File: src/hw/rtl/dmx_pkg.sv
`timescale 1ns / 1ps

package dmx_pkg;

	// Largest channel count that is honored; larger settings are clamped.
	localparam int MAX_CHANNELS = 8;

	// Fixed field widths.
	localparam int SAMPLE_W = 16;
	localparam int CFG_W    = 4;

	// Derived widths.
	localparam int CNT_W  = $clog2(MAX_CHANNELS + 1);
	localparam int POS_W  = $clog2(MAX_CHANNELS);
	localparam int SUM_W  = SAMPLE_W + $clog2(MAX_CHANNELS);
	localparam int DCNT_W = $clog2(SUM_W + 1);

	// Result status codes.
	typedef enum logic [1:0] {
		STATUS_OK       = 2'd0,
		STATUS_STEREO   = 2'd1,
		STATUS_MIDFRAME = 2'd2
	} status_t;

	// Start request to the divider.
	typedef struct packed {
		logic             start;
		logic [SUM_W-1:0] dividend;
		logic [CNT_W-1:0] divisor;
	} div_req_t;

	// Divider result.
	typedef struct packed {
		logic             done;
		logic [SUM_W-1:0] quotient;
	} div_rsp_t;

endpackage

File: src/hw/rtl/dmx_div.sv
`timescale 1ns / 1ps

// Restoring unsigned divider, one quotient bit per cycle.
module dmx_div import dmx_pkg::*; (
	input  logic     clk,
	input  logic     arst_n,
	input  div_req_t req,
	output div_rsp_t rsp
);

	logic [CNT_W-1:0]  rem_q;
	logic [SUM_W-1:0]  quo_q;
	logic [CNT_W-1:0]  divisor_q;
	logic [DCNT_W-1:0] cnt_q;
	logic              busy_q;
	logic              done_q;

	logic [CNT_W:0]    trial;
	logic              fits;

	// Shift the next dividend bit into the remainder and try a subtract.
	assign trial = {rem_q, quo_q[SUM_W-1]};
	assign fits  = trial >= {1'b0, divisor_q};

	always_ff @(posedge clk or negedge arst_n) begin
		if (!arst_n) begin
			busy_q <= 1'b0;
			done_q <= 1'b0;
			cnt_q  <= '0;
		end else begin
			done_q <= 1'b0;
			if (req.start) begin
				busy_q <= 1'b1;
				cnt_q  <= DCNT_W'(SUM_W);
			end else if (busy_q) begin
				cnt_q <= cnt_q - DCNT_W'(1);
				if (cnt_q == DCNT_W'(1)) begin
					busy_q <= 1'b0;
					done_q <= 1'b1;
				end
			end
		end
	end

	// Datapath registers.
	always_ff @(posedge clk) begin
		if (req.start) begin
			rem_q     <= '0;
			quo_q     <= req.dividend;
			divisor_q <= req.divisor;
		end else if (busy_q) begin
			rem_q <= fits ? CNT_W'(trial - {1'b0, divisor_q}) : CNT_W'(trial);
			quo_q <= {quo_q[SUM_W-2:0], fits};
		end
	end

	assign rsp.done     = done_q;
	assign rsp.quotient = quo_q;

endmodule

File: src/hw/rtl/multichannel_to_stereo_downmix_unit.sv
`timescale 1ns / 1ps

// Stereo downmix of an interleaved stream of signed 16-bit samples. A sample
// that does not finish a frame is taken while the block stays idle. With one
// channel each sample gives a left and a right result. With three or more
// channels the last sample of a frame starts a bit-serial divide of the
// extra-channel sum by the channel count, which shifts out SUM_W (19) quotient
// bits and then reports its quotient. The left and right results follow, and
// the next sample is taken only after the right result has transferred. The
// input is not ready while a divide runs, while results wait, or while a
// channel count write is offered. Writing the channel count restarts the frame
// and is done only while the block is idle.
module multichannel_to_stereo_downmix_unit import dmx_pkg::*; (
	input  logic                clk,
	input  logic                arst_n,
	// Channel count register
	input  logic                cfg_valid,
	output logic                cfg_ready,
	input  logic [CFG_W-1:0]    cfg_data,
	// Input samples
	input  logic                s_tvalid,
	output logic                s_tready,
	input  logic [SAMPLE_W-1:0] s_tdata,   // [15:0] sample_value
	input  logic                s_tlast,   // end_of_buffer
	// Stereo results
	output logic                m_tvalid,
	input  logic                m_tready,
	output logic [SAMPLE_W-1:0] m_tdata,   // [15:0] out_sample
	output logic                m_tlast,   // end_flag
	output logic [2:0]          m_tuser    // [0] right_side, [2:1] status
);

	typedef enum logic [4:0] {
		ST_IDLE     = 5'b00001,
		ST_DIV      = 5'b00010,
		ST_SEND_L   = 5'b00100,
		ST_SEND_R   = 5'b01000,
		ST_SEND_ONE = 5'b10000
	} state_t;

	state_t               state_q;
	logic [CFG_W-1:0]     chan_cfg_q;
	logic [POS_W-1:0]     pos_q;
	logic [SAMPLE_W-1:0]  left_src_q;
	logic [SAMPLE_W-1:0]  right_src_q;
	logic [SUM_W-1:0]     sum_q;
	logic                 neg_q;
	logic                 end_q;
	status_t              status_q;
	logic [SAMPLE_W-1:0]  left_res_q;
	logic [SAMPLE_W-1:0]  right_res_q;

	logic [CNT_W-1:0]     n_eff;
	logic                 in_xfer;
	logic                 out_xfer;
	logic                 frame_last;
	logic [SUM_W-1:0]     sample_ext;
	logic [SUM_W-1:0]     new_sum;
	logic [SUM_W-1:0]     sum_mag;
	logic [SUM_W-1:0]     quo_signed;
	div_req_t             div_req;
	div_rsp_t             div_rsp;

	// Clamp the configured count to the supported maximum.
	assign n_eff = ({1'b0, chan_cfg_q} > (CFG_W + 1)'(MAX_CHANNELS)) ?
		CNT_W'(MAX_CHANNELS) : CNT_W'(chan_cfg_q);

	// A register write and a sample transfer never share a cycle.
	assign cfg_ready = (state_q == ST_IDLE);
	assign s_tready  = (state_q == ST_IDLE) && !cfg_valid;
	assign in_xfer   = s_tvalid && s_tready;
	assign out_xfer  = m_tvalid && m_tready;

	// Frame bookkeeping and the signed magnitude of the extra-channel sum.
	assign frame_last = (CNT_W'(pos_q) + CNT_W'(1)) >= n_eff;
	assign sample_ext = {{(SUM_W - SAMPLE_W){s_tdata[SAMPLE_W-1]}}, s_tdata};
	assign new_sum    = sum_q + sample_ext;
	assign sum_mag    = new_sum[SUM_W-1] ? (~new_sum + SUM_W'(1)) : new_sum;
	assign quo_signed = neg_q ? (~div_rsp.quotient + SUM_W'(1)) : div_rsp.quotient;

	assign div_req.start    = in_xfer && (n_eff > CNT_W'(2)) && frame_last;
	assign div_req.dividend = sum_mag;
	assign div_req.divisor  = n_eff;

	dmx_div u_div (
		.clk    (clk),
		.arst_n (arst_n),
		.req    (div_req),
		.rsp    (div_rsp)
	);

	// Control sequencer and frame state.
	always_ff @(posedge clk or negedge arst_n) begin
		if (!arst_n) begin
			state_q    <= ST_IDLE;
			chan_cfg_q <= CFG_W'(1);
			pos_q      <= '0;
			sum_q      <= '0;
		end else if (cfg_valid && cfg_ready) begin
			chan_cfg_q <= cfg_data;
			pos_q      <= '0;
			sum_q      <= '0;
		end else begin
			case (state_q)
				ST_IDLE: begin
					if (in_xfer) begin
						if (n_eff == CNT_W'(0)) begin
							pos_q <= '0;
							sum_q <= '0;
						end else if (n_eff == CNT_W'(2)) begin
							pos_q <= '0;
							sum_q <= '0;
							if (s_tlast) begin
								state_q <= ST_SEND_ONE;
							end
						end else if (n_eff == CNT_W'(1)) begin
							pos_q   <= '0;
							sum_q   <= '0;
							state_q <= ST_SEND_L;
						end else if (!frame_last) begin
							if (s_tlast) begin
								pos_q   <= '0;
								sum_q   <= '0;
								state_q <= ST_SEND_ONE;
							end else begin
								pos_q <= pos_q + POS_W'(1);
								if (pos_q >= POS_W'(2)) begin
									sum_q <= new_sum;
								end
							end
						end else begin
							pos_q   <= '0;
							sum_q   <= '0;
							state_q <= ST_DIV;
						end
					end
				end
				ST_DIV: begin
					if (div_rsp.done) begin
						state_q <= ST_SEND_L;
					end
				end
				ST_SEND_L: begin
					if (out_xfer) begin
						state_q <= ST_SEND_R;
					end
				end
				ST_SEND_R, ST_SEND_ONE: begin
					if (out_xfer) begin
						state_q <= ST_IDLE;
					end
				end
				default: begin
					state_q <= ST_IDLE;
				end
			endcase
		end
	end

	// Sample capture and result registers.
	always_ff @(posedge clk) begin
		if (in_xfer) begin
			end_q <= s_tlast;
			neg_q <= new_sum[SUM_W-1];
			if (n_eff == CNT_W'(2)) begin
				status_q <= STATUS_STEREO;
			end else begin
				status_q <= STATUS_MIDFRAME;
			end
			if (n_eff == CNT_W'(1)) begin
				left_res_q  <= s_tdata;
				right_res_q <= s_tdata;
			end
			if (pos_q == POS_W'(0)) begin
				left_src_q <= s_tdata;
			end
			if (pos_q == POS_W'(1)) begin
				right_src_q <= s_tdata;
			end
		end
		if (state_q == ST_DIV && div_rsp.done) begin
			left_res_q  <= left_src_q + quo_signed[SAMPLE_W-1:0];
			right_res_q <= right_src_q + quo_signed[SAMPLE_W-1:0];
		end
	end

	// Output channel.
	always_comb begin
		m_tvalid = 1'b0;
		m_tdata  = '0;
		m_tlast  = 1'b0;
		m_tuser  = {STATUS_OK, 1'b0};
		case (state_q)
			ST_SEND_L: begin
				m_tvalid = 1'b1;
				m_tdata  = left_res_q;
			end
			ST_SEND_R: begin
				m_tvalid = 1'b1;
				m_tdata  = right_res_q;
				m_tlast  = end_q;
				m_tuser  = {STATUS_OK, 1'b1};
			end
			ST_SEND_ONE: begin
				m_tvalid = 1'b1;
				m_tlast  = 1'b1;
				m_tuser  = {status_q, 1'b0};
			end
			default: begin
				m_tvalid = 1'b0;
			end
		endcase
	end

endmodule

File: config.mk
export PLATFORM = sky130hd
export DESIGN_NAME = multichannel_to_stereo_downmix_unit
export DESIGN_NICKNAME = d
export VERILOG_FILES = /design/src/hw/rtl/dmx_pkg.sv /design/src/hw/rtl/dmx_div.sv /design/src/hw/rtl/multichannel_to_stereo_downmix_unit.sv
export SDC_FILE = /design/constraint.sdc
export NUM_CORES = 1
export LEC_CHECK = 0
export BUFFER_PORTS_ARGS = -buffer_cell sky130_fd_sc_hd__buf_2
export CORE_ASPECT_RATIO = 1.2
export CORE_UTILIZATION = 56
export DETAILED_ROUTE_END_ITERATION = 8
export GPL_ROUTABILITY_DRIVEN = 1
export PLACE_DENSITY = 0.77
export SLEW_MARGIN = 30
export SYNTH_ARGS = -nofsm -noshare
export SYNTH_HDL_FRONTEND = slang
export SYNTH_SLANG_ARGS = --single-unit
File: constraint.sdc
create_clock -name clk -period 4.05 [get_ports clk]
set_clock_uncertainty 0.2 [all_clocks]
set_input_delay 0.6075 -clock clk [delete_from_list [all_inputs] [get_ports clk]]
set_output_delay 0.6075 -clock clk [all_outputs]
set_load 0.02 [all_outputs]
======== After elaboration in Yosys (flattened, before gate mapping) ========
Index checks and enable logic that the tools add are counted.
storage, ports and cells
  register bits ........................... 133
  input bits .............................. 26
  output and inout bits ................... 23
operators by class
  add/sub/neg operators ................... 9
  $lt $le $gt $ge ......................... 5
  equal/unequal tests ..................... 14
  mux-type cells .......................... 50
  bitwise gates (word level) .............. 3
  reductions and logical operators ........ 24
operators with widths
  cell                                                                    number
  19-bit two-way mux                                                      12
  16-bit two-way mux                                                      5
  5-bit two-way mux                                                       11
  16-bit adder                                                            2
  16-bit one-hot mux with 2 select lines                                  1
  3-bit two-way mux                                                       8
  5-bit one-hot mux with 4 select lines                                   1
  19-bit by 1-bit adder with 19-bit output (second input constant)        1
  19-bit adder                                                            1
  19-bit inverter                                                         1
  16-bit by 1-bit adder with 16-bit output (second input constant)        1
  16-bit inverter                                                         1
  5-bit by 1-bit equality test with 1-bit output (second input constant)  2
  2-bit nonzero test                                                      5
  4-bit two-way mux                                                       2
  2-bit AND reduction                                                     4
  1-bit logical AND                                                       7
  1-bit two-way mux                                                       7
  7-bit nonzero test                                                      1
  2-bit inequality test (second input constant)                           3
  3-bit one-hot mux with 2 select lines                                   1
  6-bit AND reduction                                                     1
  5-bit by 2-bit equality test with 1-bit output (second input constant)  1
  5-bit by 3-bit equality test with 1-bit output (second input constant)  1
  other kinds (24)                                                        25

======== Longest topological paths before layout ========
  word-level depth ........................ 10
  depth in mapped cells ................... 16
  mapped depth without buffers ............ 16

======== By module ========
From an unflattened synthesis, not the netlist that was laid out.
unflattened totals
  cell total of the unflattened synthesis .. 834
  area, all modules ....................... 8620.8 um2
modules (own cells, without submodules)
  module                               times used  cells an instance  area an instance (um2)  sequential area each (um2)
  multichannel_to_stereo_downmix_unit  1           716                7006.7                  2820.2
  dmx_div                              1           118                1614.0                  945.9

======== Least setup slack after synthesis ========
OpenSTA, ideal clock, no wires.
  kind .................................... register to register
  from .................................... register state_q[4]
  to ...................................... register left_res_q[0], enable pin
  setup time .............................. 0.468 ns
  arrival ................................. 4.116 ns
  path slack .............................. -0.735 ns
  stages on the path, launching flop included .. 8
  path buffers ............................ 2
  clock period less this slack ............ 4.785 ns
  path through ............................ dfrtp_1 > clkbuf_1 > nor2_1 > and3_1 > clkbuf_1 > nor2b_1 > nand2_1 > o21ai_0
between the ends
  word-level cells in the longest chain between the ends .. 5
RTL lines
  item                                            line                                        text
  start: declaration                              multichannel_to_stereo_downmix_unit.sv:41   state_t state_q;
  start signal: assignment                        multichannel_to_stereo_downmix_unit.sv:95   state_q <= ST_IDLE;
  start signal: assignment                        multichannel_to_stereo_downmix_unit.sv:114  state_q <= ST_SEND_ONE;
  start signal: assignment                        multichannel_to_stereo_downmix_unit.sv:119  state_q <= ST_SEND_L;
  5-bit by 1-bit equality test with 1-bit output  -
  named net cfg_ready                             multichannel_to_stereo_downmix_unit.sv:18   output logic cfg_ready,
  1-bit logical AND                               multichannel_to_stereo_downmix_unit.sv:70   assign s_tready = (state_q == ST_IDLE) && !cfg_valid;
  named net s_tready                              multichannel_to_stereo_downmix_unit.sv:22   output logic s_tready,
  1-bit logical AND                               multichannel_to_stereo_downmix_unit.sv:71   assign in_xfer = s_tvalid && s_tready;
  2-bit nonzero test (no line)                    -
  2-bit AND reduction (no line)                   -
  end signal: assignment                          multichannel_to_stereo_downmix_unit.sv:171  left_res_q <= s_tdata;
  end signal: assignment                          multichannel_to_stereo_downmix_unit.sv:182  left_res_q <= left_src_q + quo_signed[SAMPLE_W-1:0];
  end: declaration                                multichannel_to_stereo_downmix_unit.sv:50   logic [SAMPLE_W-1:0] left_res_q;
The timed path passes the listed nets, and every way through them passes these cells.
A chain may end at the register's enable or synchronous reset.

======== Worst setup path in the final report ========
  from .................................... register u_div.quo_q[2]
  to ...................................... register left_res_q[14], data pin
between the ends
  word-level cells in the longest chain between the ends .. 5
RTL lines
  item                                      line                                        text
  start: declaration                        dmx_div.sv:12                               logic [SUM_W-1:0] quo_q;
  start signal: assignment                  dmx_div.sv:49                               quo_q <= req.dividend;
  start signal: assignment                  dmx_div.sv:53                               quo_q <= {quo_q[SUM_W-2:0], fits};
  16-bit inverter                           multichannel_to_stereo_downmix_unit.sv:79   assign quo_signed = neg_q ? (~div_rsp.quotient + SUM_W'(1)) : div_rsp.quotient;
  16-bit by 1-bit adder with 16-bit output  multichannel_to_stereo_downmix_unit.sv:79
  16-bit two-way mux *                      multichannel_to_stereo_downmix_unit.sv:79
  16-bit adder *                            multichannel_to_stereo_downmix_unit.sv:182
  16-bit two-way mux *                      multichannel_to_stereo_downmix_unit.sv:181  if (state_q == ST_DIV && div_rsp.done) begin
Mark *: on every way between the ends. The rest lies on a longest branch, timed or not.

==> reports/results.tsv <==
stage	metric	value	unit
place	HPWL after detailed placement	13700	µm
power_and_ir_drop	PD cells	746	nW/µm²
timing	Worst-Margin Slew	0.776	ns
status	run status	finished with violations	
setup_path	CP peak stage delay	0.47	ns
layout	area grow syn2layout	15.4	%
setup_path	CP delay by family, top	simple AND/OR/NAND/NOR gates	
layout	Filler Cell Count	1110	
timing	Max-slew headroom	0.477	
yosys	Mapped Area	8340	µm²
timing	final-report setup violation count	0	
timing	post-layout minimum cycle time	3.82	ns
global_route	gr usage total	0.253	
setup_path	CP endpoint kind	flop	
yosys	main flop type after synthesis	edfxtp_1	
global_route	largest net degree at the start of global routing	39	
setup_path	WS Path Type	reg -> reg	
flow_run	Max Cap Viol	0	
clocking	H-tree depth	4	
layout	layout cells sized above 1	0.154	
place	I/O Buffers	48	
yosys	top cells by area, synth	edfxtp_1 (33%), dfrtp_1 (11%), ha_1 (9.6%)	
yosys	Yosys top cell by area	edfxtp_1	
setup_path	WP data arrival	3.77	ns
die	I/O pins	49	
timing	count of final hold-check violations	36	
clocking	worst-case clock buffer depth	2	
yosys	Unique masters post-synth	68	
yosys	Net Count, Synth	907	
clocking	CTS Buf Count	17	
setup_path	Worst Path Required	4.00	ns
setup_path	Slowest cell on crit path	or4_4	
timing	hold slack	-0.0287	ns
setup_path	reg2reg setup slack	0.23	ns
layout	Design Area, Final	9630	µm²
setup_path	CP bufs+invs	0	
yosys	FF+latch count, synth	133	
die	core box area	14500	µm²
layout	diode count	0	
setup_path	Max FO, Critical Path	6	
setup_path	Critical Path Source	u_div.quo_q[2]	
yosys	share of the synthesized area in the top cell type	0.327	
clocking	TritonCTS clock tree	yes	
die	std cell rows	48	
place	Post-DP Area	8980	µm²
die	die height	136	µm
setup_path	R2R Path Start	u_div.quo_q[2]	
detailed_routing	number of remaining DRC errors	0	
min_path	min-delay worst type	in -> async	
detailed_routing	total number of vias	6427	
yosys	Syn Area/Cell	10.3	µm²
die	Initial Utilization	0.577	
yosys	Gate Count Post-Synth	813	
yosys	EDFF count, synth	91	
clocking	clk sinks	133	
global_route	grt total ovfl	0	
power_and_ir_drop	worst vdd ir	347	µV
yosys	Synth warnings	0	
timing	Max Fclk	262	MHz
timing	Sum Neg Setup Slack	0	ns
clocking	CTS root buffer	clkbuf_16	
detailed_routing	WL/cell	16.9	µm
setup_path	FF-to-FF path depth	11	
clocking	Worst-path clk slew	0.06	ns
detailed_routing	Via density	5.86	
detailed_routing	TritonRoute pass-1 iters	6	
yosys	Seq/Total Area, Yosys	0.451	
global_route	number of global-route vias before repair	6256	
setup_path	crit path launch type	flop	
global_route	initial antenna violation count	0	
clocking	Worst-Skew Late Latency	0.41	ns
power_and_ir_drop	Lkg Pwr	4.18	nW
place	RD Place Congestion	0.891	
die	DIE WIDTH	113	µm
timing	count of pins over their slew limit	0	
layout	fin nets	977	
global_route	first-pass GRT wire length	30200	µm
layout	most common cell after layout, fill and taps aside	edfxtp_1	
setup_path	worst-path cell chain	or3_4 > or3b_1 > or4_4 > o21ai_1 > xnor2_1 > ha_2 > and3_1 > a211o_1 > a21oi_1 > xor2_1 > o21ai_0	
die	die footprint	15400	µm²
layout	most frequent cells in the layout	edfxtp_1 (91), nand2_1 (90), o21ai_0 (70)	
setup_path	crit path capture	left_res_q[14]	
setup_path	worst r2r dst	left_res_q[14]	
detailed_routing	Post-DRT Antenna Nets	0	
detailed_routing	final WL	18500	µm
detailed_routing	Initial DRC Count	479	
yosys	share of synthesized flip-flops with an asynchronous set or reset	0.286	
setup_path	Levels on crit path	11	
timing	RSZ-0062 raised after global routing	no	
timing	fin crit share	0.944	
status	failing checks	hold timing	
## logic make-up (layout without fill, tap and decap cells)
kind of cell / Yosys count / in the layout / synth area share
AO/OA/AOI/OAI: 236 / 236 / 0.186
XOR/XNOR: 80 / 80 / 0.0858
adder cells (fa/ha/maj): 68 / 68 / 0.106
buffers and inverters: 61 / 144 / 0.0276
flip-flops: 133 / 133 / 0.451
multiplexers: 8 / 8 / 0.0105
AND/OR/NAND/NOR: 227 / 227 / 0.133
## cell type report
cell class                 instances  area [µm²]  area share
inverter                          33         124      0.0129
tap                              200         250      0.0260
multi-input combinational        619        4400       0.457
sequential                       133        3770       0.391
timing repair buffer              79         488      0.0507
clock buffer                      21         470      0.0488
clock inverter                    11         131      0.0136
## flip-flops by register name, indices dropped and copies added (netlist names), 5 cells and up
| name | count |
|---|---|
| left_res_q | 16 |
| left_src_q | 16 |
| u_div.quo_q | 19 |
| state_q | 5 |
| sum_q | 19 |
| u_div.cnt_q | 5 |
| right_src_q | 16 |
| right_res_q | 16 |
## through the flow
step                 util  setup slack (ns)  instances  total power [W]  hold slack [ns]
floorplan               -             0.153        813          0.00462            0.112
global placement    0.620            0.0445       1063          0.00538            0.247
detailed placement  0.620            0.0247       1063          0.00551            0.261
CTS                 0.662             0.137       1095          0.00712            0.165
global route        0.665            0.0119       1096          0.00768          0.00172
finish              0.665             0.229       1096          0.00718          -0.0287
## per-layer routing
| layer | share of wire | global-route usage |
|---|---|---|
| met1 | 0.43 | 0.314 |
| met2 | 0.51 | 0.446 |
| met3 | 0.043 | 0.0452 |
| met4 | 0.021 | 0.0848 |
| met5 | 0 | 0 |
## how the worst min path moves through the flow
stage                         from  cells past startpoint  slack (ns)             end
CTS                         arst_n                      1        0.16   chan_cfg_q[1]
global route                arst_n                      1       0.002  u_div.cnt_q[1]
global placement    u_div.rem_q[3]                      2        0.25  u_div.rem_q[3]
floorplan                   arst_n                      0        0.11   chan_cfg_q[1]
finish                      arst_n                      1       -0.03  u_div.cnt_q[0]
detailed placement  u_div.rem_q[3]                      2        0.26  u_div.rem_q[3]
## cell usage after synthesis (7+ instances only)
master and count:
xnor2_1 47, ha_1 64, a21oi_1 46, edfxtp_1 91, nand2b_1 13, dfrtp_1 36, clkbuf_1 26, and3_1 11
a31oi_1 9, o21ai_0 75, xor2_1 31, a21o_1 21, nand2_1 90, nor3_1 19, nor4_1 7, nor2b_1 9
nand3_1 7, a22o_1 29, inv_1 32, nor2_1 43
## timing repair
item                                    4_1_cts  5_1_grt
hold buffers                                  0        0
endpoints found under the hold margin         0        0
resized for setup                             0       10
endpoints found under the setup margin        0        7
buffers inserted                              0        1
## power by group
part	internal (W)	leakage (nW)	switching (W)	total (W)
clock	0.00101	0.300	0.000549	0.00156
combinational	0.00152	2.51	0.00199	0.00351
sequential	0.00184	1.37	0.000275	0.00212
No activity file was read; power rests on OpenSTA's default activity.
